<file path="src/rtl/bpu_pkg.sv">
// ----------------------------------------------------------------------------
// bpu_pkg
// Shared types and constants for the bit packed pixel unpacker.
// ----------------------------------------------------------------------------
package bpu_pkg;

   localparam int MAX_DIM     = 4096;
   localparam int DIM_W       = $clog2(MAX_DIM);
   localparam int CMP_W       = (DIM_W + 1 > 13) ? DIM_W + 1 : 13;
   localparam int MAX_RESULTS = 8;
   localparam int RES_W       = $clog2(MAX_RESULTS);
   localparam int BUF_W       = 15;
   localparam int CNT_W       = 4;
   localparam int ADDR_W      = 5;
   localparam int DATA_W      = 32;

   localparam logic [2:0] REG_FRAME_WIDTH   = 3'd0;
   localparam logic [2:0] REG_FRAME_HEIGHT  = 3'd1;
   localparam logic [2:0] REG_CHANNEL_COUNT = 3'd2;
   localparam logic [2:0] REG_BITS_FIRST    = 3'd3;
   localparam logic [2:0] REG_BITS_SECOND   = 3'd4;
   localparam logic [2:0] REG_BITS_THIRD    = 3'd5;

   typedef struct packed {
      logic [7:0] data_byte;
      logic       frame_start;
   } req_type;

   typedef struct packed {
      logic [7:0] sample;
      logic [1:0] channel;
      logic       pixel_end;
      logic       frame_end;
      logic       last;
   } rsp_type;

   // clamped configuration as seen by the sequencer
   typedef struct packed {
      logic [CMP_W-1:0] width_lim;
      logic [CMP_W-1:0] height_lim;
      logic [1:0]       chans;
      logic [3:0]       w0;
      logic [3:0]       w1;
      logic [3:0]       w2;
   } cfg_type;

   typedef struct packed {
      logic       clear;
      logic       load;
      logic       extract;
      logic [7:0] data_byte;
      logic [3:0] width;
   } unit_ctrl_type;

   typedef struct packed {
      logic [CNT_W-1:0] count;
      logic [7:0]       sample;
   } unit_stat_type;

   typedef enum logic {
      ST_IDLE,
      ST_EXTRACT
   } seq_state_type;

endpackage

</file>
<file path="src/rtl/bpu_csr.sv">
// ----------------------------------------------------------------------------
// bpu_csr
// Configuration registers behind the APB-style port, with clamped outputs.
// ----------------------------------------------------------------------------
module bpu_csr import bpu_pkg::*; (
   input  logic              clock,
   input  logic              reset,
   input  logic              psel,
   input  logic              penable,
   input  logic              pwrite,
   input  logic [ADDR_W-1:0] paddr,
   input  logic [DATA_W-1:0] pwdata,
   output logic [DATA_W-1:0] prdata,
   output logic              pready,
   output cfg_type           cfg
);

   logic [12:0] width_ff,  width_in;
   logic [12:0] height_ff, height_in;
   logic [1:0]  chans_ff,  chans_in;
   logic [3:0]  w0_ff, w0_in;
   logic [3:0]  w1_ff, w1_in;
   logic [3:0]  w2_ff, w2_in;
   logic        wr_en;
   logic [2:0]  reg_idx;

   function automatic logic [CMP_W-1:0] clamp_dim(input logic [12:0] v);
      logic [CMP_W-1:0] ext;
      ext = CMP_W'(v);
      if (ext == '0) begin
         return CMP_W'(1);
      end else if (ext > CMP_W'(MAX_DIM)) begin
         return CMP_W'(MAX_DIM);
      end
      return ext;
   endfunction

   function automatic logic [3:0] clamp_bits(input logic [3:0] v);
      if (v == 4'd0) begin
         return 4'd1;
      end else if (v > 4'd8) begin
         return 4'd8;
      end
      return v;
   endfunction

   assign pready  = 1'b1;
   assign wr_en   = psel & penable & pwrite & pready;
   assign reg_idx = paddr[4:2];

   always_comb begin
      width_in  = width_ff;
      height_in = height_ff;
      chans_in  = chans_ff;
      w0_in     = w0_ff;
      w1_in     = w1_ff;
      w2_in     = w2_ff;
      if (wr_en) begin
         case (reg_idx)
            REG_FRAME_WIDTH:   width_in  = pwdata[12:0];
            REG_FRAME_HEIGHT:  height_in = pwdata[12:0];
            REG_CHANNEL_COUNT: chans_in  = pwdata[1:0];
            REG_BITS_FIRST:    w0_in     = pwdata[3:0];
            REG_BITS_SECOND:   w1_in     = pwdata[3:0];
            REG_BITS_THIRD:    w2_in     = pwdata[3:0];
            default:           width_in  = width_ff;
         endcase
      end
   end

   always_ff @(posedge clock) begin
      if (reset) begin
         width_ff  <= 13'd1;
         height_ff <= 13'd1;
         chans_ff  <= 2'd3;
         w0_ff     <= 4'd8;
         w1_ff     <= 4'd8;
         w2_ff     <= 4'd8;
      end else begin
         width_ff  <= width_in;
         height_ff <= height_in;
         chans_ff  <= chans_in;
         w0_ff     <= w0_in;
         w1_ff     <= w1_in;
         w2_ff     <= w2_in;
      end
   end

   always_comb begin
      case (reg_idx)
         REG_FRAME_WIDTH:   prdata = DATA_W'(width_ff);
         REG_FRAME_HEIGHT:  prdata = DATA_W'(height_ff);
         REG_CHANNEL_COUNT: prdata = DATA_W'(chans_ff);
         REG_BITS_FIRST:    prdata = DATA_W'(w0_ff);
         REG_BITS_SECOND:   prdata = DATA_W'(w1_ff);
         REG_BITS_THIRD:    prdata = DATA_W'(w2_ff);
         default:           prdata = '0;
      endcase
   end

   always_comb begin
      cfg.width_lim  = clamp_dim(width_ff);
      cfg.height_lim = clamp_dim(height_ff);
      cfg.chans      = (chans_ff == 2'd0) ? 2'd1 : chans_ff;
      cfg.w0         = clamp_bits(w0_ff);
      cfg.w1         = clamp_bits(w1_ff);
      cfg.w2         = clamp_bits(w2_ff);
   end

endmodule

</file>
<file path="src/rtl/bpu_field_unit.sv">
// ----------------------------------------------------------------------------
// bpu_field_unit
// Bit buffer with one shared field extractor: loads a byte above the held
// bits, or takes one field off the low end per cycle.
// ----------------------------------------------------------------------------
module bpu_field_unit import bpu_pkg::*; (
   input  logic          clock,
   input  logic          reset,
   input  unit_ctrl_type ctrl,
   output unit_stat_type stat
);

   logic [BUF_W-1:0] buffer_ff, buffer_in;
   logic [CNT_W-1:0] count_ff,  count_in;
   logic [BUF_W-1:0] base_buf;
   logic [CNT_W-1:0] base_cnt;

   always_comb begin
      base_buf  = ctrl.clear ? '0 : buffer_ff;
      base_cnt  = ctrl.clear ? '0 : count_ff;
      buffer_in = buffer_ff;
      count_in  = count_ff;
      if (ctrl.load) begin
         buffer_in = base_buf | (BUF_W'(ctrl.data_byte) << base_cnt[2:0]);
         count_in  = base_cnt + CNT_W'(8);
      end else if (ctrl.extract) begin
         buffer_in = buffer_ff >> ctrl.width;
         count_in  = count_ff - ctrl.width;
      end
   end

   always_ff @(posedge clock) begin
      if (reset) begin
         buffer_ff <= '0;
         count_ff  <= '0;
      end else begin
         buffer_ff <= buffer_in;
         count_ff  <= count_in;
      end
   end

   // left-align the low field: bits above the field fall off the top
   always_comb begin
      stat.count  = count_ff;
      stat.sample = buffer_ff[7:0] << (4'd8 - ctrl.width);
   end

endmodule

</file>
<file path="src/rtl/bpu_seq.sv">
// ----------------------------------------------------------------------------
// bpu_seq
// Sequencer: walks channels, columns and rows, drives the field unit one
// field per cycle unless a stalled result holds it, and holds the result register.
// ----------------------------------------------------------------------------
module bpu_seq import bpu_pkg::*; (
   input  logic          clock,
   input  logic          reset,
   input  cfg_type       cfg,
   input  logic          req_valid,
   input  req_type       req_data,
   output logic          req_stall,
   output logic          rsp_valid,
   input  logic          rsp_stall,
   output rsp_type       rsp_data,
   output unit_ctrl_type ctrl,
   input  unit_stat_type stat
);

   seq_state_type    state_ff, state_in;
   logic [1:0]       ch_ff,    ch_in;
   logic [DIM_W-1:0] col_ff,   col_in;
   logic [DIM_W-1:0] row_ff,   row_in;
   logic             done_ff,  done_in;
   logic [RES_W-1:0] n_ff,     n_in;
   rsp_type          rsp_ff,   rsp_in;
   logic             rvalid_ff, rvalid_in;

   logic             accept;
   logic             drop;
   logic             advance;
   logic [3:0]       w_cur;
   logic [3:0]       w_next;
   logic [1:0]       ch_nxt;
   logic             pend;
   logic             wrap;
   logic             fend;
   logic             more;
   logic [CMP_W-1:0] col_inc;
   logic [CMP_W-1:0] row_inc;
   logic [CNT_W-1:0] rem;

   function automatic logic [3:0] sel_width(input logic [1:0] ch, input cfg_type c);
      case (ch)
         2'd0:    return c.w0;
         2'd1:    return c.w1;
         default: return c.w2;
      endcase
   endfunction

   assign req_stall = (state_ff != ST_IDLE);
   assign accept    = req_valid & ~req_stall;
   assign drop      = done_ff & ~req_data.frame_start;
   assign advance   = ~rvalid_ff | ~rsp_stall;
   assign rsp_valid = rvalid_ff;
   assign rsp_data  = rsp_ff;

   // field and position arithmetic for the current channel
   always_comb begin
      w_cur   = sel_width(ch_ff, cfg);
      pend    = ({1'b0, ch_ff} + 3'd1) >= {1'b0, cfg.chans};
      ch_nxt  = pend ? 2'd0 : ch_ff + 2'd1;
      w_next  = sel_width(ch_nxt, cfg);
      col_inc = CMP_W'(col_ff) + CMP_W'(1);
      row_inc = CMP_W'(row_ff) + CMP_W'(1);
      wrap    = col_inc >= cfg.width_lim;
      fend    = pend & wrap & (row_inc >= cfg.height_lim);
      rem     = stat.count - w_cur;
      more    = ~fend & (n_ff != RES_W'(MAX_RESULTS - 1)) & (rem >= CNT_W'(w_next));
   end

   // next state
   always_comb begin
      state_in = state_ff;
      case (state_ff)
         ST_IDLE: begin
            if (accept && !drop) begin
               state_in = ST_EXTRACT;
            end
         end
         ST_EXTRACT: begin
            if (advance && !more) begin
               state_in = ST_IDLE;
            end
         end
         default: state_in = ST_IDLE;
      endcase
   end

   // outputs and datapath register updates
   always_comb begin
      ctrl.clear     = 1'b0;
      ctrl.load      = 1'b0;
      ctrl.extract   = 1'b0;
      ctrl.data_byte = req_data.data_byte;
      ctrl.width     = w_cur;
      ch_in          = ch_ff;
      col_in         = col_ff;
      row_in         = row_ff;
      done_in        = done_ff;
      n_in           = n_ff;
      rsp_in         = rsp_ff;
      rvalid_in      = rvalid_ff & rsp_stall;
      case (state_ff)
         ST_IDLE: begin
            if (accept) begin
               ctrl.clear = req_data.frame_start;
               ctrl.load  = ~drop;
               n_in       = '0;
               if (req_data.frame_start) begin
                  ch_in   = '0;
                  col_in  = '0;
                  row_in  = '0;
                  done_in = 1'b0;
               end
            end
         end
         ST_EXTRACT: begin
            if (advance) begin
               ctrl.extract     = 1'b1;
               rsp_in.sample    = stat.sample;
               rsp_in.channel   = ch_ff;
               rsp_in.pixel_end = pend;
               rsp_in.frame_end = fend;
               rsp_in.last      = ~more;
               rvalid_in        = 1'b1;
               n_in             = n_ff + RES_W'(1);
               ch_in            = ch_nxt;
               if (pend) begin
                  if (wrap) begin
                     col_in = '0;
                     row_in = row_inc[DIM_W-1:0];
                     done_in = fend;
                  end else begin
                     col_in = col_inc[DIM_W-1:0];
                  end
               end
            end
         end
         default: begin
            rvalid_in = 1'b0;
         end
      endcase
   end

   always_ff @(posedge clock) begin
      if (reset) begin
         state_ff  <= ST_IDLE;
         ch_ff     <= '0;
         col_ff    <= '0;
         row_ff    <= '0;
         done_ff   <= 1'b0;
         n_ff      <= '0;
         rvalid_ff <= 1'b0;
      end else begin
         state_ff  <= state_in;
         ch_ff     <= ch_in;
         col_ff    <= col_in;
         row_ff    <= row_in;
         done_ff   <= done_in;
         n_ff      <= n_in;
         rvalid_ff <= rvalid_in;
      end
   end

   always_ff @(posedge clock) begin
      rsp_ff <= rsp_in;
   end

endmodule

</file>
<file path="src/rtl/bit_packed_pixel_unpacker.sv">
// ----------------------------------------------------------------------------
// bit_packed_pixel_unpacker
// Unpacks a bit packed byte stream into per-channel 8 bit samples.
//
//   channel  direction  ports                       payload
//   req      in         req_valid/req_stall         req_type  (byte, frame start)
//   rsp      out        rsp_valid/rsp_stall         rsp_type  (sample and flags)
//   csr      in/out     psel/penable/pwrite/paddr   32 bit registers at 4*i
//
// A byte is loaded, then yields 1 to 8 samples, one per cycle while the result
// register is not stalled; a byte after the frame is done is dropped unloaded.
// The field unit takes one field per cycle, which sets that rate.
// Synchronous reset clears all state but the result payload register; there is no clearing pass.
// A stalled result holds the sequencer; req_stall is high while a byte is unpacked.
// ----------------------------------------------------------------------------
module bit_packed_pixel_unpacker import bpu_pkg::*; (
   input  logic              clock,
   input  logic              reset,
   input  logic              req_valid,
   output logic              req_stall,
   input  req_type           req_data,
   output logic              rsp_valid,
   input  logic              rsp_stall,
   output rsp_type           rsp_data,
   input  logic              psel,
   input  logic              penable,
   input  logic              pwrite,
   input  logic [ADDR_W-1:0] paddr,
   input  logic [DATA_W-1:0] pwdata,
   output logic [DATA_W-1:0] prdata,
   output logic              pready
);

   cfg_type       cfg;
   unit_ctrl_type ctrl;
   unit_stat_type stat;

   bpu_csr u_csr (
      .clock   (clock),
      .reset   (reset),
      .psel    (psel),
      .penable (penable),
      .pwrite  (pwrite),
      .paddr   (paddr),
      .pwdata  (pwdata),
      .prdata  (prdata),
      .pready  (pready),
      .cfg     (cfg)
   );

   bpu_field_unit u_field (
      .clock (clock),
      .reset (reset),
      .ctrl  (ctrl),
      .stat  (stat)
   );

   bpu_seq u_seq (
      .clock     (clock),
      .reset     (reset),
      .cfg       (cfg),
      .req_valid (req_valid),
      .req_data  (req_data),
      .req_stall (req_stall),
      .rsp_valid (rsp_valid),
      .rsp_stall (rsp_stall),
      .rsp_data  (rsp_data),
      .ctrl      (ctrl),
      .stat      (stat)
   );

endmodule

</file>
<file path="config.mk">
export PLATFORM = sky130hd
export DESIGN_NAME = bit_packed_pixel_unpacker
export DESIGN_NICKNAME = d
export VERILOG_FILES = /design/src/rtl/bpu_pkg.sv /design/src/rtl/bpu_csr.sv /design/src/rtl/bpu_field_unit.sv /design/src/rtl/bpu_seq.sv /design/src/rtl/bit_packed_pixel_unpacker.sv
export SDC_FILE = /design/constraint.sdc
export NUM_CORES = 1
export LEC_CHECK = 0
export BUFFER_PORTS_ARGS = -buffer_cell sky130_fd_sc_hd__buf_2
export CAP_MARGIN = 20
export CORE_ASPECT_RATIO = 0.9
export CORE_UTILIZATION = 29
export DETAILED_ROUTE_END_ITERATION = 6
export MAX_ROUTING_LAYER = met4
export PLACE_DENSITY = 0.42
export SETUP_SLACK_MARGIN = 0.02
export SLEW_MARGIN = 20
export SYNTH_ARGS = -nofsm -noshare
export SYNTH_HDL_FRONTEND = slang
export SYNTH_SLANG_ARGS = --single-unit
</file>
<file path="constraint.sdc">
create_clock -name clock -period 5.4 [get_ports clock]
set_input_delay 1.08 -clock clock [delete_from_list [all_inputs] [get_ports clock]]
set_output_delay 1.08 -clock clock [all_outputs]
set_load 0.02 [all_outputs]
</file>
==> results of run 1 <==
[power by group]
| part | total [mW] | switching, mW | internal (mW) |
|---|---|---|---|
| sequential | 0.946 | 0.0893 | 0.857 |
| combinational | 0.653 | 0.426 | 0.227 |
| clock | 0.672 | 0.338 | 0.334 |
[worst paths after layout]
check,endpoint,start,depth (start not counted)
hold / removal,u_seq.n_ff[1],u_seq.n_ff[1],2
setup / recovery,u_seq.row_ff[5],u_seq.col_ff[0],13
setup reg to reg,u_seq.row_ff[5],u_seq.col_ff[0],13
hold reg to reg,u_seq.n_ff[1],u_seq.n_ff[1],2
[cell usage after synthesis (21+ instances only)]
library cell / instances / area, µm²
inv_1: 24 / 90.1
nand3_1: 23 / 115
nor2_1: 87 / 327
nand2_1: 116 / 435
ha_1: 42 / 526
clkbuf_1: 33 / 124
mux2i_1: 49 / 490
buf_4: 22 / 165
dfxtp_1: 91 / 1820
a21oi_1: 74 / 370
a31oi_1: 21 / 131
o21ai_0: 27 / 135
[sequential cells by signal, summed over array words and instances, names as in the netlist]
signal / count
u_seq.row_ff: 12
u_csr.width_ff: 13
u_seq.rsp_data: 13
u_seq.col_ff: 12
u_seq.rsp_valid: 1
u_csr.w0_ff: 4
u_csr.w1_ff: 4
u_seq.n_ff: 3
u_seq.done_ff: 1
u_seq.req_stall: 1
u_csr.w2_ff: 4
u_csr.height_ff: 13
u_csr.chans_ff: 2
u_seq.ch_ff: 2
u_field.buffer_ff: 15
u_field.count_ff: 4
[per-stage QoR]
stage / cell area [µm²] / hold WS (ps) / cells / power (mW)
after detailed placement: 7900 / 485 / 1265 / 1.61
final: 8190 / 507 / 1281 / 2.27
after floorplan: 7450 / 457 / 920 / 1.39
after global routing: 8190 / 529 / 1281 / 2.40
after global placement: 7900 / 486 / 1265 / 1.62
after CTS: 8190 / 504 / 1281 / 2.30
[tightest hold or removal path: cells and delay by family (launching register included)]
family / cells / cell delay (ps)
and+or+nand+nor: 1 / 70
DFF: 1 / 340
AOI/OAI and AO/OA: 1 / 70
[cells in the final DEF, fill, tap and decap left out, drive strengths merged, types with 5 or more instances in the layout]
master  netlist  routed
mux2          7       7
xnor2         9       9
a311oi       10      10
buf          32      68
a221o         5       5
a21o         10      10
nand2b       20      20
a211oi        7       7
nor4          6       6
xor2         14      14
a22o          5       5
edfxtp       13      13
o21ai        31      31
o21bai        5       5
a221oi        8       8
a22oi        14      14
conb          2      20
inv          28      31
mux4          8       8
nand3        23      23
nor2b        12      12
clkbuf       33      10
nand3b        8       8
and3         15      15
a211o         8       8
nor3         20      20
a31oi        21      21
o22ai         7       7
mux2i        49      49
nand2       116     116
ha           42      42
dfxtp        91      91
nor2         87      87
a21oi        74      74
[layout make-up]
type                    count  area, µm²  share of cell area (%)
clock buffers              10        239                    2.92
clock inverters             6       51.3                   0.626
inverters                  28        108                    1.31
multi-input cells         723       4790                    58.5
flip-flops and latches    104       2210                    27.0
well taps                 342        428                    5.22
repair buffers             68        363                    4.43
[metal layers]
layer / vias up / wire, µm / GRT usage (%)
met5: - / 0 / -
met4: 0 / 228 / 4.03
met3: 16 / 992 / 2.82
met2: 154 / 9240 / 25.4
met1: 3154 / 12400 / 27.4
li1: 3338 / - / -
[logic make-up (layout without fill, tap and decap cells)]
kind of cell | after synthesis | after routing | synth area share [%]
simple gates | 333 | 333 | 21.3
compound gates | 239 | 239 | 22.1
flops | 104 | 104 | 30.0
buf+inv | 93 | 112 | 6.03
mux | 64 | 64 | 10.2
fa+ha+maj | 44 | 44 | 7.66
xor+xnor | 23 | 23 | 2.73
other cells | 2 | 20 | 0.102
==> results.cfg, run 1 <==
[cells_and_area]
drive_gt1_share_pct = 12.4
fillers = 2730
diodes = 0
final_core_util_pct = 32.7
synthToLayoutAreaGrowth_pct = 11.0
nets = 1031

[timing]
worst_slew_pin_slew_ps = 1040
skew_ps = 16.3
max_freq_mhz = 247
finalSetupTns_ps = 0
worst_slack_ps = 1350
min_period_over_period_pct = 75.0
post-route-min-period_ps = 4050
drv_slew = 0
rsz0062_at_grt = no
slew-limit-headroom_pct = 30.4
hold_violations = 0
setup_violations = 0

[floorplanning]
coreArea_um2 = 25000
die_area_um2 = 26100
pin_count = 101
die_w_um = 170
die_h_um = 153
rows = 55
floorplan.initialDensity_pct = 29.5

[route]
drt-initial-drc-count = 493
vias = 6662
dr.pass1.iters = 5
routed_wl_um = 22800
vias_per_cell = 5.20
wl_per_cell_um = 17.8
postRouteAntennaNets = 0
drc = 0

[grt]
grt_pass1_vias = 6270
grt_overflow = 0
grt_first_pass_wirelength_um = 36300
grt_use_total_pct = 18.3
antenna_found_initial = 0
grt_max_degree = 49

[clock_network]
cts_buffer_depth = 2
cts.sinks = 104
cts_tree = done
cts_resized = 0
clk_latency_ps = 360
numCtsBuffers = 9
htreeDepth = 3
cts_root_buf = clkbuf_16
clkTransAtPathRegs_ps = 90
post_cts_buffers = 0
holdBufCountCts = 0

[yosys]
ys_seq_area_share_pct = 30.0
yosys_most_used_dff = dfxtp_1
synth-edff-count = 13
synth_seq_cells = 104
ys_async_sr_fraction_pct = 0
synth_area_per_cell_um2 = 8.18
synthCells = 902
syn-cell-area_um2 = 7380
yosysUniqueCellTypes = 76
yosysWarnings = 0

[setup_path]
rrSetupSlack_ps = 1350
crit_required_ps = 5680
startpoint_type = register
critPathTopFamily = compound AO/OA/AOI/OAI gates
worst-setup-path-type = reg2reg
arrival_ps = 4330
cp_max_fo = 8
cp_cell_sequence = ha_1, nand2_1, nor2_1, and3_1, and3_1, xor2_1, ha_1, a211oi_1, o21ai_0, a211oi_1, a21oi_1, or3_1, a31oi_1
slowest_stage = or3_1
setup.worst_path.end_class = register
max_stage_delay_ps = 570
cp_num_buf_inv = 0

[power_and_ir_drop]
vdd_ir_drop_max_mv = 0.153
p_per_area_nw_per_um2 = 277
leakagePower_nw = 3.27

[placement]
dp_slack_ps = 1330
numPortBuffers = 59
place_congestion = 0.835
hpwl_um = 17100

[job]
maxCapViolations = 0

[outcome]
outcome = completed

[worst_hold_path]
hold_path_class = reg2reg
Note: power is estimated with default switching activity, not from simulation.
==> run 2: changes to the inputs <==
PLACE_DENSITY = 0.44   (was 0.42)
clock period = 3.3 ns   (was 5.4 ns; I/O delays follow)
==> run 2 against run 1 <==
Effect of this change: sequential cell count unchanged; register-to-register slack got worse by 1200 ps; final area up 8.6%; clock power grew 58%; largest power group unchanged; die area did not move; critical endpoint is now u_seq.req_stall.
==> results.cfg, run 2 (same netlist as run 1, synthesis figures left out) <==
[placement]
numPortBuffers = 59
place_congestion = 0.863
hpwl_um = 17300
dp_slack_ps = -22.1

[setup_path]
arrival_ps = 3390
cp_cell_sequence = inv_4, ha_4, and2b_1, a222oi_1, buf_4, inv_4, ha_4, fa_1, inv_2, ha_4, a21o_1, a21o_1, a21oi_2, a311o_1, a311oi_1
crit_required_ps = 3560
cpMostUsedCell = ha_4
setup.worst_path.end_class = register
slowest_stage = fa_1
worst-setup-path-type = reg2reg
critPathTopFamily = compound AO/OA/AOI/OAI gates
rrSetupSlack_ps = 170
startpoint_type = register
cp_max_fo = 3
max_stage_delay_ps = 520
cp_num_buf_inv = 4

[cells_and_area]
layout_commonest_cell = nand2_1
fillers = 2635
drive_gt1_share_pct = 21.7
synthToLayoutAreaGrowth_pct = 20.6
largest_register_ff_count = 15
diodes = 0
regMostFlops = u_field.buffer_ff
nets = 1092
final_cell_mix = 116 x nand2_1, 87 x dfxtp_1, 84 x nor2_1

[timing]
post-route-min-period_ps = 3130
slew-limit-headroom_pct = 52.3
worst_slew_pin_slew_ps = 713
worst_slack_ps = 172
max_freq_mhz = 320
hold_slack_ps = 505
min_period_over_period_pct = 94.8
hold_violations = 0
drv_slew = 0
setup_violations = 0
rsz0062_at_grt = yes
skew_ps = 9.65

[route]
drt-initial-drc-count = 426
dr.pass1.iters = 5
drc = 0
wl_per_cell_um = 17.0
vias_per_cell = 5.10
postRouteAntennaNets = 0
vias = 6847
routed_wl_um = 22800

[job]
maxCapViolations = 0

[power_and_ir_drop]
leakagePower_nw = 3.61
total_power_mw = 3.79
vdd_ir_drop_max_mv = 0.222
p_per_area_nw_per_um2 = 426

[floorplanning]
die_area_um2 = 26100
floorplan.initialDensity_pct = 29.5
rows = 55
die_h_um = 153
die_w_um = 170
coreArea_um2 = 25000
pin_count = 101

[grt]
grt_use_total_pct = 18.2
grt_max_degree = 44
grt_overflow = 0
antenna_found_initial = 0
grt_pass1_vias = 6420
grt_first_pass_wirelength_um = 36100

[clock_network]
htreeDepth = 3
numCtsBuffers = 9
cts_buffer_depth = 2
cts.sinks = 104
clkTransAtPathRegs_ps = 80
clk_latency_ps = 350
cts_root_buf = clkbuf_16
cts_tree = done

[outcome]
outcome = completed

[worst_hold_path]
hold_path_class = reg2reg
-- run 2: final timing paths --
| path | startpoint | endpoint | cells after the start |
|---|---|---|---|
| setup / recovery | u_seq.ch_ff[1] | u_seq.req_stall | 15 |
| hold / removal | u_csr.height_ff[3] | u_csr.height_ff[3] | 2 |
| hold reg to reg | u_csr.height_ff[3] | u_csr.height_ff[3] | 2 |
| setup reg to reg | u_seq.ch_ff[1] | u_seq.req_stall | 15 |
-- run 2: final cells by class --
type                    count  area (µm²)  share of cell area (%)
clock buffers              10         229                    2.57
clock inverters             6        52.6                   0.591
inverters                  28         113                    1.27
well taps                 342         428                    4.81
repair buffers            129         853                    9.59
multi-input cells         723        5000                    56.2
flip-flops and latches    104        2220                    24.9
-- run 2: per-layer routing --
layer | routed length (µm) | vias up | track usage [%]
met5 | 0 | - | -
met4 | 206 | 0 | 4.12
met3 | 920 | 14 | 2.74
met2 | 9610 | 142 | 25.8
met1 | 12100 | 3230 | 26.7
li1 | - | 3461 | -
-- run 2: tightest hold or removal path: stages (launching register included) --
cell     delay, ps
dfxtp_1        350
nand2_1         60
a21oi_1         50
-- run 2: stage by stage --
step	utilization [%]	TNS [ps]	instance area [µm²]	std cells
3_5_place_dp	33.4	-105	8380	1319
4_1_cts	34.7	0	8680	1336
5_1_grt	35.5	-22.9	8900	1342
6_report	35.5	0	8900	1342
3_3_place_gp	33.4	-14.1	8380	1319
2_1_floorplan	-	-19.6	7500	920
-- run 2: timing repair --
action / 4_1_cts / 5_1_grt
setup buffers: 1 / 6
gates resized for setup: 4 / 40
endpoints found under the setup margin: 18 / 21
hold buffers: 0 / 0
pin swaps: 4 / 19
-- run 2: power by group --
| part | total [mW] | internal, mW | switching, mW |
|---|---|---|---|
| combinational | 1.20 | 0.463 | 0.736 |
| clock | 1.06 | 0.526 | 0.530 |
| sequential | 1.54 | 1.40 | 0.133 |
==> run 3: changes to the inputs <==
==> constraint.sdc (replaced) <==
create_clock -name clock -period 3.3 [get_ports clock]
set_input_delay 0.33 -clock clock [delete_from_list [all_inputs] [get_ports clock]]
set_output_delay 0.33 -clock clock [all_outputs]
set_load 0.02 [all_outputs]
==> run 3 against run 2 <==
Effect of this change: global-route usage increased by 0.26 points; core utilization increased by 0.46 points; largest power group unchanged; non-clock buffer count increased by 6; critical endpoint is now u_seq.col_ff[3]; critical path depth decreased by 1; maximum frequency decreased by 2.2%; final area increased by 1.3%.
==> results.cfg, run 3 (same netlist as run 1, synthesis figures left out) <==
[setup_path]
arrival_ps = 3460
worst-setup-path-type = reg2reg
startpoint_type = register
setup.worst_path.end_class = register
crit_required_ps = 3560
cp_max_fo = 5

[route]
routed_wl_um = 23300
drc = 0
postRouteAntennaNets = 0
dr.pass1.iters = 7
wl_per_cell_um = 17.3
vias_per_cell = 5.12
vias = 6906
drt-initial-drc-count = 543

[clock_network]
clkTransAtPathRegs_ps = 80
cts_root_buf = clkbuf_16
clk_latency_ps = 360
cts_buffer_depth = 2
numCtsBuffers = 9
htreeDepth = 3
cts.sinks = 104
holdBufCountCts = 0
cts_tree = done

[power_and_ir_drop]
p_per_area_nw_per_um2 = 420
vdd_ir_drop_max_mv = 0.248
leakagePower_nw = 3.68

[floorplanning]
pin_count = 101
floorplan.initialDensity_pct = 29.5
rows = 55
die_h_um = 153
coreArea_um2 = 25000
die_w_um = 170
die_area_um2 = 26100

[grt]
grt_max_degree = 37
grt_pass1_vias = 6471
antenna_found_initial = 0
grt_overflow = 0
grt_first_pass_wirelength_um = 36700
grt_use_total_pct = 18.4

[cells_and_area]
regMostFlops = u_field.buffer_ff
seq_area_um2 = 2230
diodes = 0
final_cell_mix = 115 x nand2_1, 83 x nor2_1, 81 x dfxtp_1
nets = 1098
multiInputGateArea_um2 = 5030
largest_register_ff_count = 15
fillers = 2678
layout_commonest_cell = nand2_1
synthToLayoutAreaGrowth_pct = 22.1
drive_gt1_share_pct = 22.6

[timing]
setup_violations = 0
hold_violations = 0
finalSetupTns_ps = 0
min_period_over_period_pct = 96.9
max_freq_mhz = 313
skew_ps = 11.2
rsz0062_at_grt = yes
drv_slew = 0
hold_slack_ps = 232
worst_slew_pin_slew_ps = 836
post-route-min-period_ps = 3200
slew-limit-headroom_pct = 44.1

[job]
maxCapViolations = 0

[placement]
numPortBuffers = 59
place_congestion = 0.868
hpwl_um = 17500

[outcome]
outcome = completed

[worst_hold_path]
hold_path_class = in2reg
run 3: cell types whose count changed in the layout (fill, tap and decap cells not counted), sizes merged:
cell	before	now
buf	129	133
clkbuf	10	12
run 3: critical path, cell delays in order, from the launching register on:
cell	delay (ps)
dfxtp_4	370
nand3_4	90
buf_4	150
nor3_4	240
nand3_4	140
xnor2_2	160
ha_1	290
and4_1	190
nor4bb_2	160
a211oi_2	300
buf_4	180
and3b_2	300
buf_12	150
a41oi_1	130
a311oi_1	230
run 3: per-layer routing:
metal / share of wire (%) / vias up / global-route usage (%)
met2: 42 / 150 / 25.5
met4: 1.0 / 0 / 3.86
li1: - / 3458 / -
met5: 0 / - / -
met3: 4.7 / 16 / 3.16
met1: 52 / 3282 / 27.5
run 3: final cells by class:
class,count,share of cell area (%)
Multi-Input combinational cell,723,55.8
Sequential cell,104,24.7
Timing Repair Buffer,135,10.4
Tap cell,342,4.75
Clock buffer,10,2.54
Inverter,28,1.19
Clock inverter,6,0.583
run 3: path summary, 6_finish.rpt:
kind | cells past startpoint | endpoint | slack (ps) | from
worst min-delay path | 3 | u_csr.height_ff[12] | 230 | pwdata[12]
worst min register to register | 1 | u_seq.row_ff[11] | 500 | u_seq.row_ff[11]
worst max-delay path | 14 | u_seq.col_ff[3] | 100 | u_seq.col_ff[5]
worst max register to register | 14 | u_seq.col_ff[3] | 100 | u_seq.col_ff[5]
run 3: what timing repair did:
item	CTS	global route
setup endpoints to repair	14	26
gates resized for setup	2	52
buffers inserted	0	12
pin swaps	2	23
cloned	0	3
run 3: power breakdown:
part	internal, mW	total (mW)	switching (mW)
Clock	0.527	1.07	0.544
Combinational	0.450	1.18	0.733
Sequential	1.40	1.53	0.128
Total	2.38	3.79	1.40
run 3: stage by stage:
step | worst slack (ps) | total power [mW] | instances | area (µm²) | util, %
final | 101 | 3.79 | 1348 | 9010 | 36.0
after CTS | 33.0 | 3.79 | 1333 | 8650 | 34.5
after floorplan | -19.6 | 2.30 | 920 | 7500 | -
after global placement | 1.68 | 2.72 | 1317 | 8360 | 33.4
after global routing | -46.2 | 4.00 | 1348 | 9010 | 36.0
after detailed placement | 10.3 | 2.71 | 1317 | 8360 | 33.4
